<file path="src/design/jtid_pkg.sv">
// Package for the job table: widths, operation and status codes, and the
// structs passed between the control and the table cells. No dependencies.
package jtid_pkg;

    localparam int TABLE_SIZE = 16;
    localparam int PID_W      = 22;
    localparam int JOB_W      = 5;
    // stored job ids: a delete can lift the next id above the table size
    // again and again, so ids are kept in a byte and reported in JOB_W bits
    localparam int ID_W       = 8;
    localparam int STATE_W    = 2;
    localparam int CNT_W      = (TABLE_SIZE > 1) ? $clog2(TABLE_SIZE) : 1;

    localparam logic [STATE_W-1:0] ST_FG = 2'd1;

    typedef enum logic [2:0] {
        OP_ADD     = 3'd0,
        OP_DEL     = 3'd1,
        OP_SET     = 3'd2,
        OP_LKP_PID = 3'd3,
        OP_LKP_JOB = 3'd4,
        OP_FG      = 3'd5
    } op_t;

    typedef enum logic [1:0] {
        STS_OK        = 2'd0,
        STS_NOT_FOUND = 2'd1,
        STS_FULL      = 2'd2,
        STS_BAD_KEY   = 2'd3
    } status_t;

    typedef struct packed {
        logic [PID_W-1:0]   pid;
        logic [ID_W-1:0]    job_id;
        logic [STATE_W-1:0] state;
    } entry_t;

    // keys broadcast to every cell
    typedef struct packed {
        logic [PID_W-1:0] pid;
        logic [ID_W-1:0]  job;
    } key_t;

    // write command broadcast to every cell; only the selected cell acts
    typedef struct packed {
        logic   add;
        logic   del;
        logic   set_state;
        entry_t data;
    } cell_cmd_t;

    typedef struct packed {
        logic pid_hit;
        logic job_hit;
        logic fg_hit;
    } cell_flags_t;

endpackage

</file>
<file path="src/design/jtid_cell.sv">
// One slot of the job table: entry storage, key compare and one stage of
// the running-maximum chain over job ids. Depends on jtid_pkg.
module jtid_cell (
    input  logic                         aclk,
    input  logic                         aresetn,
    input  logic                         sel,
    input  jtid_pkg::cell_cmd_t          cmd,
    input  jtid_pkg::key_t               key,
    input  logic [jtid_pkg::ID_W-1:0]    max_in,
    output jtid_pkg::entry_t             entry,
    output jtid_pkg::cell_flags_t        flags,
    output logic [jtid_pkg::ID_W-1:0]    max_out
);

    jtid_pkg::entry_t               entry_reg;
    jtid_pkg::entry_t               entry_next;
    logic [jtid_pkg::ID_W-1:0]      max_reg;
    logic [jtid_pkg::ID_W-1:0]      max_next;

    always_comb begin
        entry_next = entry_reg;
        if (sel) begin
            if (cmd.add) begin
                entry_next = cmd.data;
            end else if (cmd.del) begin
                entry_next = '0;
            end else if (cmd.set_state) begin
                entry_next.state = cmd.data.state;
            end
        end
        // pass the larger of the upstream maximum and our own job id
        max_next = (entry_reg.job_id > max_in) ? entry_reg.job_id : max_in;
    end

    always_ff @(posedge aclk) begin
        if (!aresetn) begin
            entry_reg <= '0;
            max_reg   <= '0;
        end else begin
            entry_reg <= entry_next;
            max_reg   <= max_next;
        end
    end

    assign entry         = entry_reg;
    assign max_out       = max_reg;
    assign flags.pid_hit = (entry_reg.pid == key.pid);
    assign flags.job_hit = (entry_reg.job_id == key.job);
    assign flags.fg_hit  = (entry_reg.state == jtid_pkg::ST_FG);

endmodule

</file>
<file path="src/design/job_table_with_id_allocation.sv">
// Job table top level: command sequencer, first-hit selection, result
// register and the row of jtid_cell slots. Depends on jtid_pkg, jtid_cell.
//
// Usage
//   Input channel (s_): one command beat carries an operation, a pid, a job
//   key and a state. Output channel (m_): exactly one result beat per
//   command, with status, pid, job id and state of the entry involved.
//   Operations: add, delete, set state by pid, lookup by pid, lookup by
//   job id, first foreground entry. Failures return zero payload fields.
// Sequencing
//   A command is taken in the idle state and its result is loaded into the
//   output register in the execute state, once that register is free. A
//   delete that finds its entry then runs the job-id maximum along the row
//   of cells, one cell per cycle, in the max state and then the next-id
//   state; a new command is taken only after the last one is through.
// Reset
//   aresetn (synchronous, active low) frees every slot, zeroes all job ids
//   and states, and sets the next job id to 1. No clearing pass is needed.
// Back-pressure
//   The result register holds its beat while m_ready is low; the sequencer
//   waits with the pending command until that register is free.
module job_table_with_id_allocation (
    input  logic                            aclk,
    input  logic                            aresetn,
    input  logic                            s_valid,
    output logic                            s_ready,
    input  logic [2:0]                      s_operation,
    input  logic [jtid_pkg::PID_W-1:0]      s_pid,
    input  logic [jtid_pkg::JOB_W-1:0]      s_job_key,
    input  logic [jtid_pkg::STATE_W-1:0]    s_new_state,
    output logic                            m_valid,
    input  logic                            m_ready,
    output logic [1:0]                      m_status,
    output logic [jtid_pkg::PID_W-1:0]      m_out_pid,
    output logic [jtid_pkg::JOB_W-1:0]      m_out_job_id,
    output logic [jtid_pkg::STATE_W-1:0]    m_out_state
);

    localparam int N = jtid_pkg::TABLE_SIZE;

    typedef enum logic [1:0] {
        S_IDLE,
        S_EXEC,
        S_MAX,
        S_NEXT
    } state_t;

    state_t                             state_reg;
    jtid_pkg::op_t                      op_reg;
    logic [jtid_pkg::PID_W-1:0]         pid_reg;
    logic [jtid_pkg::JOB_W-1:0]         key_reg;
    logic [jtid_pkg::STATE_W-1:0]       ns_reg;
    logic [jtid_pkg::ID_W-1:0]          next_id_reg;
    logic [jtid_pkg::CNT_W-1:0]         cnt_reg;
    logic                               m_valid_reg;
    jtid_pkg::status_t                  m_status_reg;
    jtid_pkg::entry_t                   m_entry_reg;

    // row of cells
    jtid_pkg::entry_t                   entries [N];
    jtid_pkg::cell_flags_t              flags   [N];
    logic [jtid_pkg::ID_W-1:0]          max_chain [N+1];
    jtid_pkg::cell_cmd_t                cmd;
    jtid_pkg::key_t                     key;
    logic [N-1:0]                       wr_sel;

    // execute-cycle decode
    logic [N-1:0]                       hits;
    logic [N-1:0]                       first_hit;
    logic                               any_hit;
    logic                               bad_key;
    logic                               out_free;
    logic                               exec_go;
    jtid_pkg::entry_t                   hit_entry;
    jtid_pkg::entry_t                   res_entry;
    jtid_pkg::status_t                  res_status;
    logic [jtid_pkg::ID_W-1:0]          id_inc;
    logic [jtid_pkg::ID_W-1:0]          id_after_add;
    logic [jtid_pkg::ID_W-1:0]          id_after_del;

    assign max_chain[0] = '0;

    // an add searches for a free slot, i.e. pid zero
    assign key.pid = (op_reg == jtid_pkg::OP_ADD) ? '0 : pid_reg;
    assign key.job = jtid_pkg::ID_W'(key_reg);

    for (genvar i = 0; i < N; i++) begin : g_cell
        jtid_cell u_cell (
            .aclk    (aclk),
            .aresetn (aresetn),
            .sel     (wr_sel[i]),
            .cmd     (cmd),
            .key     (key),
            .max_in  (max_chain[i]),
            .entry   (entries[i]),
            .flags   (flags[i]),
            .max_out (max_chain[i+1])
        );
    end

    always_comb begin
        for (int i = 0; i < N; i++) begin
            case (op_reg)
                jtid_pkg::OP_ADD,
                jtid_pkg::OP_DEL,
                jtid_pkg::OP_SET,
                jtid_pkg::OP_LKP_PID: hits[i] = flags[i].pid_hit;
                jtid_pkg::OP_LKP_JOB: hits[i] = flags[i].job_hit;
                jtid_pkg::OP_FG:      hits[i] = flags[i].fg_hit;
                default:              hits[i] = 1'b0;
            endcase
        end
    end

    // isolate the lowest set bit: the first matching slot
    assign first_hit = hits & (~hits + N'(1));
    assign any_hit   = |hits;

    always_comb begin
        hit_entry = '0;
        for (int i = 0; i < N; i++) begin
            hit_entry = hit_entry | (first_hit[i] ? entries[i] : '0);
        end
    end

    always_comb begin
        bad_key = 1'b0;
        if (op_reg inside {jtid_pkg::OP_ADD, jtid_pkg::OP_DEL,
                           jtid_pkg::OP_SET, jtid_pkg::OP_LKP_PID}) begin
            bad_key = (pid_reg == '0);
        end else if (op_reg == jtid_pkg::OP_LKP_JOB) begin
            bad_key = (key_reg == '0);
        end
    end

    // next job id after an add wraps to 1 once it passes the table size;
    // both updates run modulo the stored id width
    assign id_inc       = next_id_reg + jtid_pkg::ID_W'(1);
    assign id_after_add = (id_inc > jtid_pkg::ID_W'(N)) ? jtid_pkg::ID_W'(1) : id_inc;
    assign id_after_del = max_chain[N] + jtid_pkg::ID_W'(1);

    assign out_free = !m_valid_reg || m_ready;
    assign exec_go  = (state_reg == S_EXEC) && out_free;

    always_comb begin
        res_entry  = '0;
        res_status = jtid_pkg::STS_NOT_FOUND;
        if (bad_key) begin
            res_status = jtid_pkg::STS_BAD_KEY;
        end else if (!any_hit) begin
            res_status = (op_reg == jtid_pkg::OP_ADD) ? jtid_pkg::STS_FULL
                                                      : jtid_pkg::STS_NOT_FOUND;
        end else begin
            res_status = jtid_pkg::STS_OK;
            res_entry  = hit_entry;
            case (op_reg)
                jtid_pkg::OP_ADD: begin
                    res_entry.pid    = pid_reg;
                    res_entry.job_id = next_id_reg;
                    res_entry.state  = ns_reg;
                end
                jtid_pkg::OP_SET: begin
                    res_entry.state = ns_reg;
                end
                default: begin
                    res_entry = hit_entry;
                end
            endcase
        end
    end

    // write the first matching cell, only when the command succeeds
    always_comb begin
        cmd.add         = (op_reg == jtid_pkg::OP_ADD);
        cmd.del         = (op_reg == jtid_pkg::OP_DEL);
        cmd.set_state   = (op_reg == jtid_pkg::OP_SET);
        cmd.data.pid    = pid_reg;
        cmd.data.job_id = next_id_reg;
        cmd.data.state  = ns_reg;
        wr_sel          = (exec_go && !bad_key) ? first_hit : '0;
    end

    always_ff @(posedge aclk) begin
        if (!aresetn) begin
            state_reg   <= S_IDLE;
            next_id_reg <= jtid_pkg::ID_W'(1);
            cnt_reg     <= '0;
            m_valid_reg <= 1'b0;
        end else begin
            // drop the beat once taken, unless a new one loads on this edge
            if (m_valid_reg && m_ready && !exec_go) begin
                m_valid_reg <= 1'b0;
            end
            case (state_reg)
                S_IDLE: begin
                    if (s_valid) begin
                        op_reg    <= jtid_pkg::op_t'(s_operation);
                        pid_reg   <= s_pid;
                        key_reg   <= s_job_key;
                        ns_reg    <= s_new_state;
                        state_reg <= S_EXEC;
                    end
                end
                S_EXEC: begin
                    // hold the command until the result register is free
                    if (out_free) begin
                        m_valid_reg  <= 1'b1;
                        m_status_reg <= res_status;
                        m_entry_reg  <= res_entry;
                        cnt_reg      <= '0;
                        if (!bad_key && any_hit && op_reg == jtid_pkg::OP_DEL) begin
                            state_reg <= S_MAX;
                        end else begin
                            state_reg <= S_IDLE;
                        end
                        if (!bad_key && any_hit && op_reg == jtid_pkg::OP_ADD) begin
                            next_id_reg <= id_after_add;
                        end
                    end
                end
                S_MAX: begin
                    // advance until the maximum has rippled to the last cell
                    cnt_reg <= cnt_reg + jtid_pkg::CNT_W'(1);
                    if (cnt_reg == jtid_pkg::CNT_W'(N - 1)) begin
                        state_reg <= S_NEXT;
                    end
                end
                S_NEXT: begin
                    next_id_reg <= id_after_del;
                    state_reg   <= S_IDLE;
                end
                default: begin
                    state_reg <= S_IDLE;
                end
            endcase
        end
    end

    assign s_ready      = (state_reg == S_IDLE);
    assign m_valid      = m_valid_reg;
    assign m_status     = m_status_reg;
    assign m_out_pid    = m_entry_reg.pid;
    assign m_out_job_id = m_entry_reg.job_id[jtid_pkg::JOB_W-1:0];
    assign m_out_state  = m_entry_reg.state;

`ifndef SYNTHESIS
    a_one_write: assert property (@(posedge aclk) disable iff (!aresetn)
        $onehot0(wr_sel))
        else $error("more than one table cell written in a cycle");

    a_result_held: assert property (@(posedge aclk) disable iff (!aresetn)
        (m_valid && !m_ready) |=> (m_valid && $stable(m_status) && $stable(m_out_pid)
                                   && $stable(m_out_job_id) && $stable(m_out_state)))
        else $error("result beat changed while stalled");

    a_write_needs_room: assert property (@(posedge aclk) disable iff (!aresetn)
        (wr_sel != '0) |-> out_free)
        else $error("table written while result register is occupied");

    a_one_at_a_time: assert property (@(posedge aclk) disable iff (!aresetn)
        (s_valid && s_ready) |=> !s_ready)
        else $error("second command taken while one is in progress");
`endif

endmodule
</file>
<file path="config.mk">
export PLATFORM = sky130hd
export DESIGN_NAME = job_table_with_id_allocation
export DESIGN_NICKNAME = d
export VERILOG_FILES = /design/src/design/jtid_pkg.sv /design/src/design/jtid_cell.sv /design/src/design/job_table_with_id_allocation.sv
export SDC_FILE = /design/constraint.sdc
export NUM_CORES = 2
export LEC_CHECK = 0
export BUFFER_PORTS_ARGS = -buffer_cell sky130_fd_sc_hd__buf_2
export CAP_MARGIN = 20
export CELL_PAD_IN_SITES_DETAIL_PLACEMENT = 1
export CELL_PAD_IN_SITES_GLOBAL_PLACEMENT = 1
export CORE_MARGIN = 1.5
export CORE_UTILIZATION = 40
export CTS_BUF_LIST = sky130_fd_sc_hd__clkbuf_4 sky130_fd_sc_hd__clkbuf_8 sky130_fd_sc_hd__clkbuf_16
export CTS_CLUSTER_DIAMETER = 40
export DETAILED_ROUTE_END_ITERATION = 10
export PLACE_DENSITY_LB_ADDON = 0.12
export SYNTH_ARGS = -nofsm -noshare
export SYNTH_HDL_FRONTEND = slang
export SYNTH_SLANG_ARGS = --single-unit
</file>
<file path="constraint.sdc">
create_clock -name aclk -period 5 [get_ports aclk]
set_input_delay 1 -clock aclk [delete_from_list [all_inputs] [get_ports aclk]]
set_output_delay 1 -clock aclk [all_outputs]
set_load 0.05 [all_outputs]
</file>
Word-level counts from Yosys, hierarchy flattened:

Index checks and enable logic that the tools add are counted.

* output and inout port bits: 33
* register bits after elaboration: 718
* input bits: 36

* equality and inequality tests: 61
* $add $sub $neg: 4
* order comparisons: 17
* reductions and logical operators: 62
* bitwise logic cells: 18
* mux-type cells: 73

Operator list (number)
* two-way mux 32 bit: 17
* OR 32 bit: 15
* equality test 22 bit: 16
* two-way mux 8 bit: 18
* equality test 8 x 5 -> 1 bit: 16
* greater-than comparator 8 bit: 15
* AND reduction 2 bit: 34
* two-way mux 30 bit: 2
* case mux 1 bit (3 select lines): 16
* equality test 2 x 1 -> 1 bit, second input constant: 17
* zero test 22 bit: 1
* two-way mux 22 bit: 1
* two-way mux 2 bit: 9
* adder 16 x 1 -> 16 bit, second input constant: 1
* adder 8 x 1 -> 8 bit, second input constant: 2
* AND 16 bit: 1
* two-way mux 16 bit: 1
* NOT 16 bit: 1
* case mux 8 bit (2 select lines): 1
* OR reduction 16 bit: 1
* AND reduction 3 bit: 4
* greater-than comparator 8 x 1 -> 1 bit, second input constant: 1
* greater-than comparator 8 x 5 -> 1 bit, second input constant: 1
* case mux 2 bit (4 select lines): 1
* other kinds (23): 43

Depth between registers and ports, before layout:

* depth in word-level cells: 24
* gate-level depth with buffers: 18
* depth with buffers taken out: 12

Hierarchy:

A second synthesis with hierarchy kept.

* cells, all modules: 4831
* area, all modules: 43196.4 um^2

By module, submodules not included
* jtid_cell: cells each 243, seq. area each 800.8 um^2, area each 2229.6 um^2, instances 16
* job_table_with_id_allocation: cells each 943, seq. area each 2192.1 um^2, area each 7522.2 um^2, instances 1

Worst setup path after synthesis:

OpenSTA, ideal clock, no wires.

* path kind: input to register
* start: in aresetn
* end: reg m_entry_reg (netlist bit m_out_job_id[0]) (enable)
* path buffers: 3
* data arrival time: 3.999 ns
* slack: 0.543 ns
* setup time: 0.458 ns
* stages on the path: 5
* cell sequence: clkbuf_1 clkbuf_1 inv_2 clkbuf_1 nor3_1

* longest elaborated chain between the ends: 1

RTL lines
* start: declaration: line job_table_with_id_allocation.sv:24 `input logic aresetn,`
* AND reduction 3 bit (no line)
* end signal: assignment: line job_table_with_id_allocation.sv:209 `m_entry_reg <= res_entry;`
* end: declaration: line job_table_with_id_allocation.sv:57 `jtid_pkg::entry_t m_entry_reg;`

Every way passes these cells.
A chain may end at the register's enable or synchronous reset.

Final worst setup path:

* start: reg op_reg[1]
* end: reg m_entry_reg (netlist bit m_out_job_id[4]) (data pin)

* longest elaborated chain between the ends: 24
* elaborated cells between the ends (all ways): 81
* classes of those cells: add/sub: 1; eq/ne: 21; mux: 36; bitwise: 18; reduce/logical: 5

RTL lines
* start: declaration: line job_table_with_id_allocation.sv:49 `jtid_pkg::op_t op_reg;`
* start signal: assignment: line job_table_with_id_allocation.sv:197 `op_reg <= jtid_pkg::op_t'(s_operation);`
* zero test 3 bit
* two-way mux 22 bit: line job_table_with_id_allocation.sv:84 `assign key.pid = (op_reg == jtid_pkg::OP_ADD) ? '0 : pid_reg;`
* equality test 22 bit: line jtid_cell.sv:47 `assign flags.pid_hit = (entry_reg.pid == key.pid);`
* case mux 1 bit (3 select lines): line job_table_with_id_allocation.sv:103 `case (op_reg)`
* NOT 16 bit: line job_table_with_id_allocation.sv:116 `assign first_hit = hits & (~hits + N'(1));`
* adder 16 x 1 -> 16 bit: line job_table_with_id_allocation.sv:116
* AND 16 bit: line job_table_with_id_allocation.sv:116
* two-way mux 32 bit: line job_table_with_id_allocation.sv:122 `hit_entry = hit_entry | (first_hit[i] ? entries[i] : '0);`
* OR 32 bit (15 in a row): line job_table_with_id_allocation.sv:122
* two-way mux 30 bit: line job_table_with_id_allocation.sv:156 `case (op_reg)`

Several ways; a longest one is shown, not always the timed one.

==> flow_summary_export.csv <==
group,metric,value,unit
run_status,status,"finished, final reports clean",
clock_tree,cts_buffer_depth,3,
layout,seq_area,0.0150,mm²
placed_design,post-place-cells,5926,
die,die_area,0.101,mm²
layout,nets,4935,
synth,synthCells,4654,
die,die_width,318,µm
setup_path,critPathBufInv,2,
setup_path,path_cells,"nor3_4 > buf_4 > a21oi_1 > o32ai_1 > o21ai_1 > o31ai_2 > nor4_4 > nor3b_4 > buf_4 > a31oi_4 > o21ai_0 > a21oi_1",
synth,async_flop_share,0,%
synth,yosys-top-cells-area,"dfxtp_1 (33%), a22oi_1 (5.2%), nor2b_1 (5.1%)",
layout,multi_input_area,0.0227,mm²
clock_tree,cts-htree-levels,4,
timing,setup_slack,0.00605,ns
grt,grt_use_total,40.4,%
die,coreArea,0.0984,mm²
synth,synth_edf_count,63,
layout,largest_reg_flops,512,
layout,drive_gt1_share,14.6,%
die,rows,115,
setup_path,cp_slowest_stage_delay,0.74,ns
setup_path,cp.depth,12,
synth,ys_ff_latch,718,
clock_tree,cts_made_buffers,132,
placed_design,post-dp-hpwl,149000,µm
synth,ys_warn_count,0,
grt,grt_pass1_vias,39700,
grt,grt_pass1_wl,297000,µm
setup_path,path_delay_family,"compound AO/OA/AOI/OAI gates",
layout,fillerInstances,11300,
pwr,p_per_area,334,mW/mm²
grt,antenna_found_initial,8,
setup_path,worstSetupPathType,"reg2reg",
die,die_y,318,µm
drt,vias,41400,
pwr,ir_worst_vdd,0.296,mV
synth,synthesis.area,0.0398,mm²
timing,fin_crit,4.99,ns
grt,grt_max_degree,228,
timing,rsz0062_at_grt,"false",
grt,gr-total-overflow,0,
die,io_pins,69,
timing,worst_pin_slew,1.22,ns
setup_path,endpoint_kind,"flip-flop",
clock_tree,tritoncts,"built",
clock_tree,clk-insertion-delay-late,0.74,ns
synth,yosysSeqAreaShare,37.7,%
drt,drc,0,
clock_tree,cts_root_buf,"clkbuf_16",
timing,slew_violations,0,
setup_path,required,5.57,ns
placed_design,place.gp.congestion,1.06,
timing,hold_violations,0,
setup_path,critPathSlowestCell,"nor3_4",
pwr,leakage,17.4,nW
layout,syn_to_final_growth,19.6,%
drt,routedWlPerCell,34.1,µm
clock_tree,postCtsHoldBufs,0,
clock_tree,numClockSinks,718,
timing,timing.final.crit_share,99.9,%
clock_tree,path_clk_slew,0.05,ns
timing,fmax,200,MHz
setup_path,reg2reg_depth,12,
synth,synth_common_cells,"dfxtp_1 (655), nand2_1 (364), nor2b_1 (323)",
placed_design,portBuffers,68,
synth,synth_most_common_cell,"dfxtp_1",
synth,synth_top_area_cell,"dfxtp_1",
hold_path,hp-class,"in2reg",
setup_path,critPathMaxFanout,14,
synth,synth_top_area_share,33.0,%
drt,vias_per_cell,6.70,
placed_design,pre_cts_slack,-0.0701,ns
setup_path,critPathArrivalTime,5.57,ns
timing,clock_skew,0.0275,ns
synth,ys.flop_type,"dfxtp_1",
drt,drt-initial-drc-count,5574,
drt,drtAntennaViolNets,0,
setup_path,cp-start-kind,"flip-flop",
drt,drt-total-wl,211000,µm
timing,setup-violations-final,0,
hold_path,hold_depth,1,
drt,first_pass_iters,5,
synth,synth.distinct_cells,87,
timing,final.setup.tns,0,ns
timing,slew_headroom,18.6,%
synth,synth.avg_cell_area,8.54,µm²
synth,synth_fp_nets,4813,
flow_run,maxCapViolCount,0,
die,initial_core_util,40.4,%
layout,fin_cells,6176,
==> through the flow <==
step / instance area, µm² / utilization [%] / hold slack [ns] / total power [mW]
floorplan: 39800 / - / 0.440 / 6.37
detailed placement: 43000 / 43.7 / 0.462 / 6.79
global route: 47500 / 48.3 / 0.428 / 16.2
finish: 47600 / 48.3 / 0.430 / 15.9
CTS: 47500 / 48.2 / 0.405 / 15.9
global placement: 43000 / 43.7 / 0.457 / 6.78
==> layout make-up <==
cell class	count	area share, %
timing repair buffer	379	6.32
antenna	10	0.0526
sequential	718	31.6
clock buffer	165	7.89
clock inverter	72	1.57
tap	1287	3.39
multi-input combinational	3351	47.7
inverter	194	1.54
==> report_power, final <==
group	switching [mW]	total (mW)	internal, mW	leakage [nW]
combinational	0.630	0.852	0.222	9.37
clock	3.30	9.16	5.86	2.21
sequential	0.0377	5.87	5.84	5.81
==> metal layers <==
layer | vias up | track usage, % | share of wire [%]
li1 | 17500 | - | -
met1 | 20600 | 53.7 | 41
met2 | 2590 | 58.2 | 41
met3 | 705 | 12.2 | 11
met4 | 14 | 21.9 | 6.0
met5 | - | 0 | 0.045
==> layout by cell type, fill, tap and decap left out, types with 25 or more instances in the layout <==
cell type,instances
a21boi_0,64
nor4_1,71
nand2b_1,66
and3_1,28
nor2_1,218
o31ai_1,28
nor2b_1,322
a31oi_1,40
nand3_1,230
xor2_1,42
and2_1,28
a22oi_1,276
inv_1,184
buf_12,25
o31a_1,26
edfxtp_1,63
a22o_1,91
buf_4,285
mux2i_1,167
ha_1,123
o21ai_0,192
nand2_1,363
o22ai_1,79
o41ai_1,32
dfxtp_1,655
nor3_1,52
buf_2,67
clkbuf_16,138
a21oi_1,167
a221oi_1,43
nand4_1,60
a221o_1,42
xnor2_1,87
==> kinds of logic (layout without fill, tap and decap cells) <==
family	after synthesis	in the layout	synth area share, %
flip-flops	718	718	37.7
AND/OR/NAND/NOR	1585	1586	20.9
multiplexers	167	167	4.20
AO/OA/AOI/OAI	1346	1346	24.6
adder cells (fa/ha/maj)	123	123	3.87
other	0	10	0
XOR/XNOR	129	129	2.84
buffers and inverters	586	810	5.88
==> what timing repair did <==
| action | 4_1_cts | 5_1_grt |
|---|---|---|
| resized for setup | 1 | 4 |
| buffers inserted | 0 | 1 |
| endpoints found under the setup margin | 1 | 28 |
| pin swaps | 0 | 2 |
| gates cloned | 0 | 1 |
==> final timing paths <==
kind	start	slack, ns	end
max reg2reg	op_reg[1]	0.006	m_out_job_id[4]
max	op_reg[1]	0.006	m_out_job_id[4]
min reg2reg	g_cell[8].u_cell.entry[0]	0.47	g_cell[8].u_cell.entry[0]
min	s_pid[0]	0.43	pid_reg[0]
==> worst reg2reg max path: cells and delay by family, from the launching register on <==
family / cells / cell delay (ns)
and+or+nand+nor: 3 / 1.14
AOI/OAI and AO/OA: 7 / 2.58
DFF: 1 / 0.59
buffers and inverters: 2 / 0.53
Power figures use the tool's default switching activity.
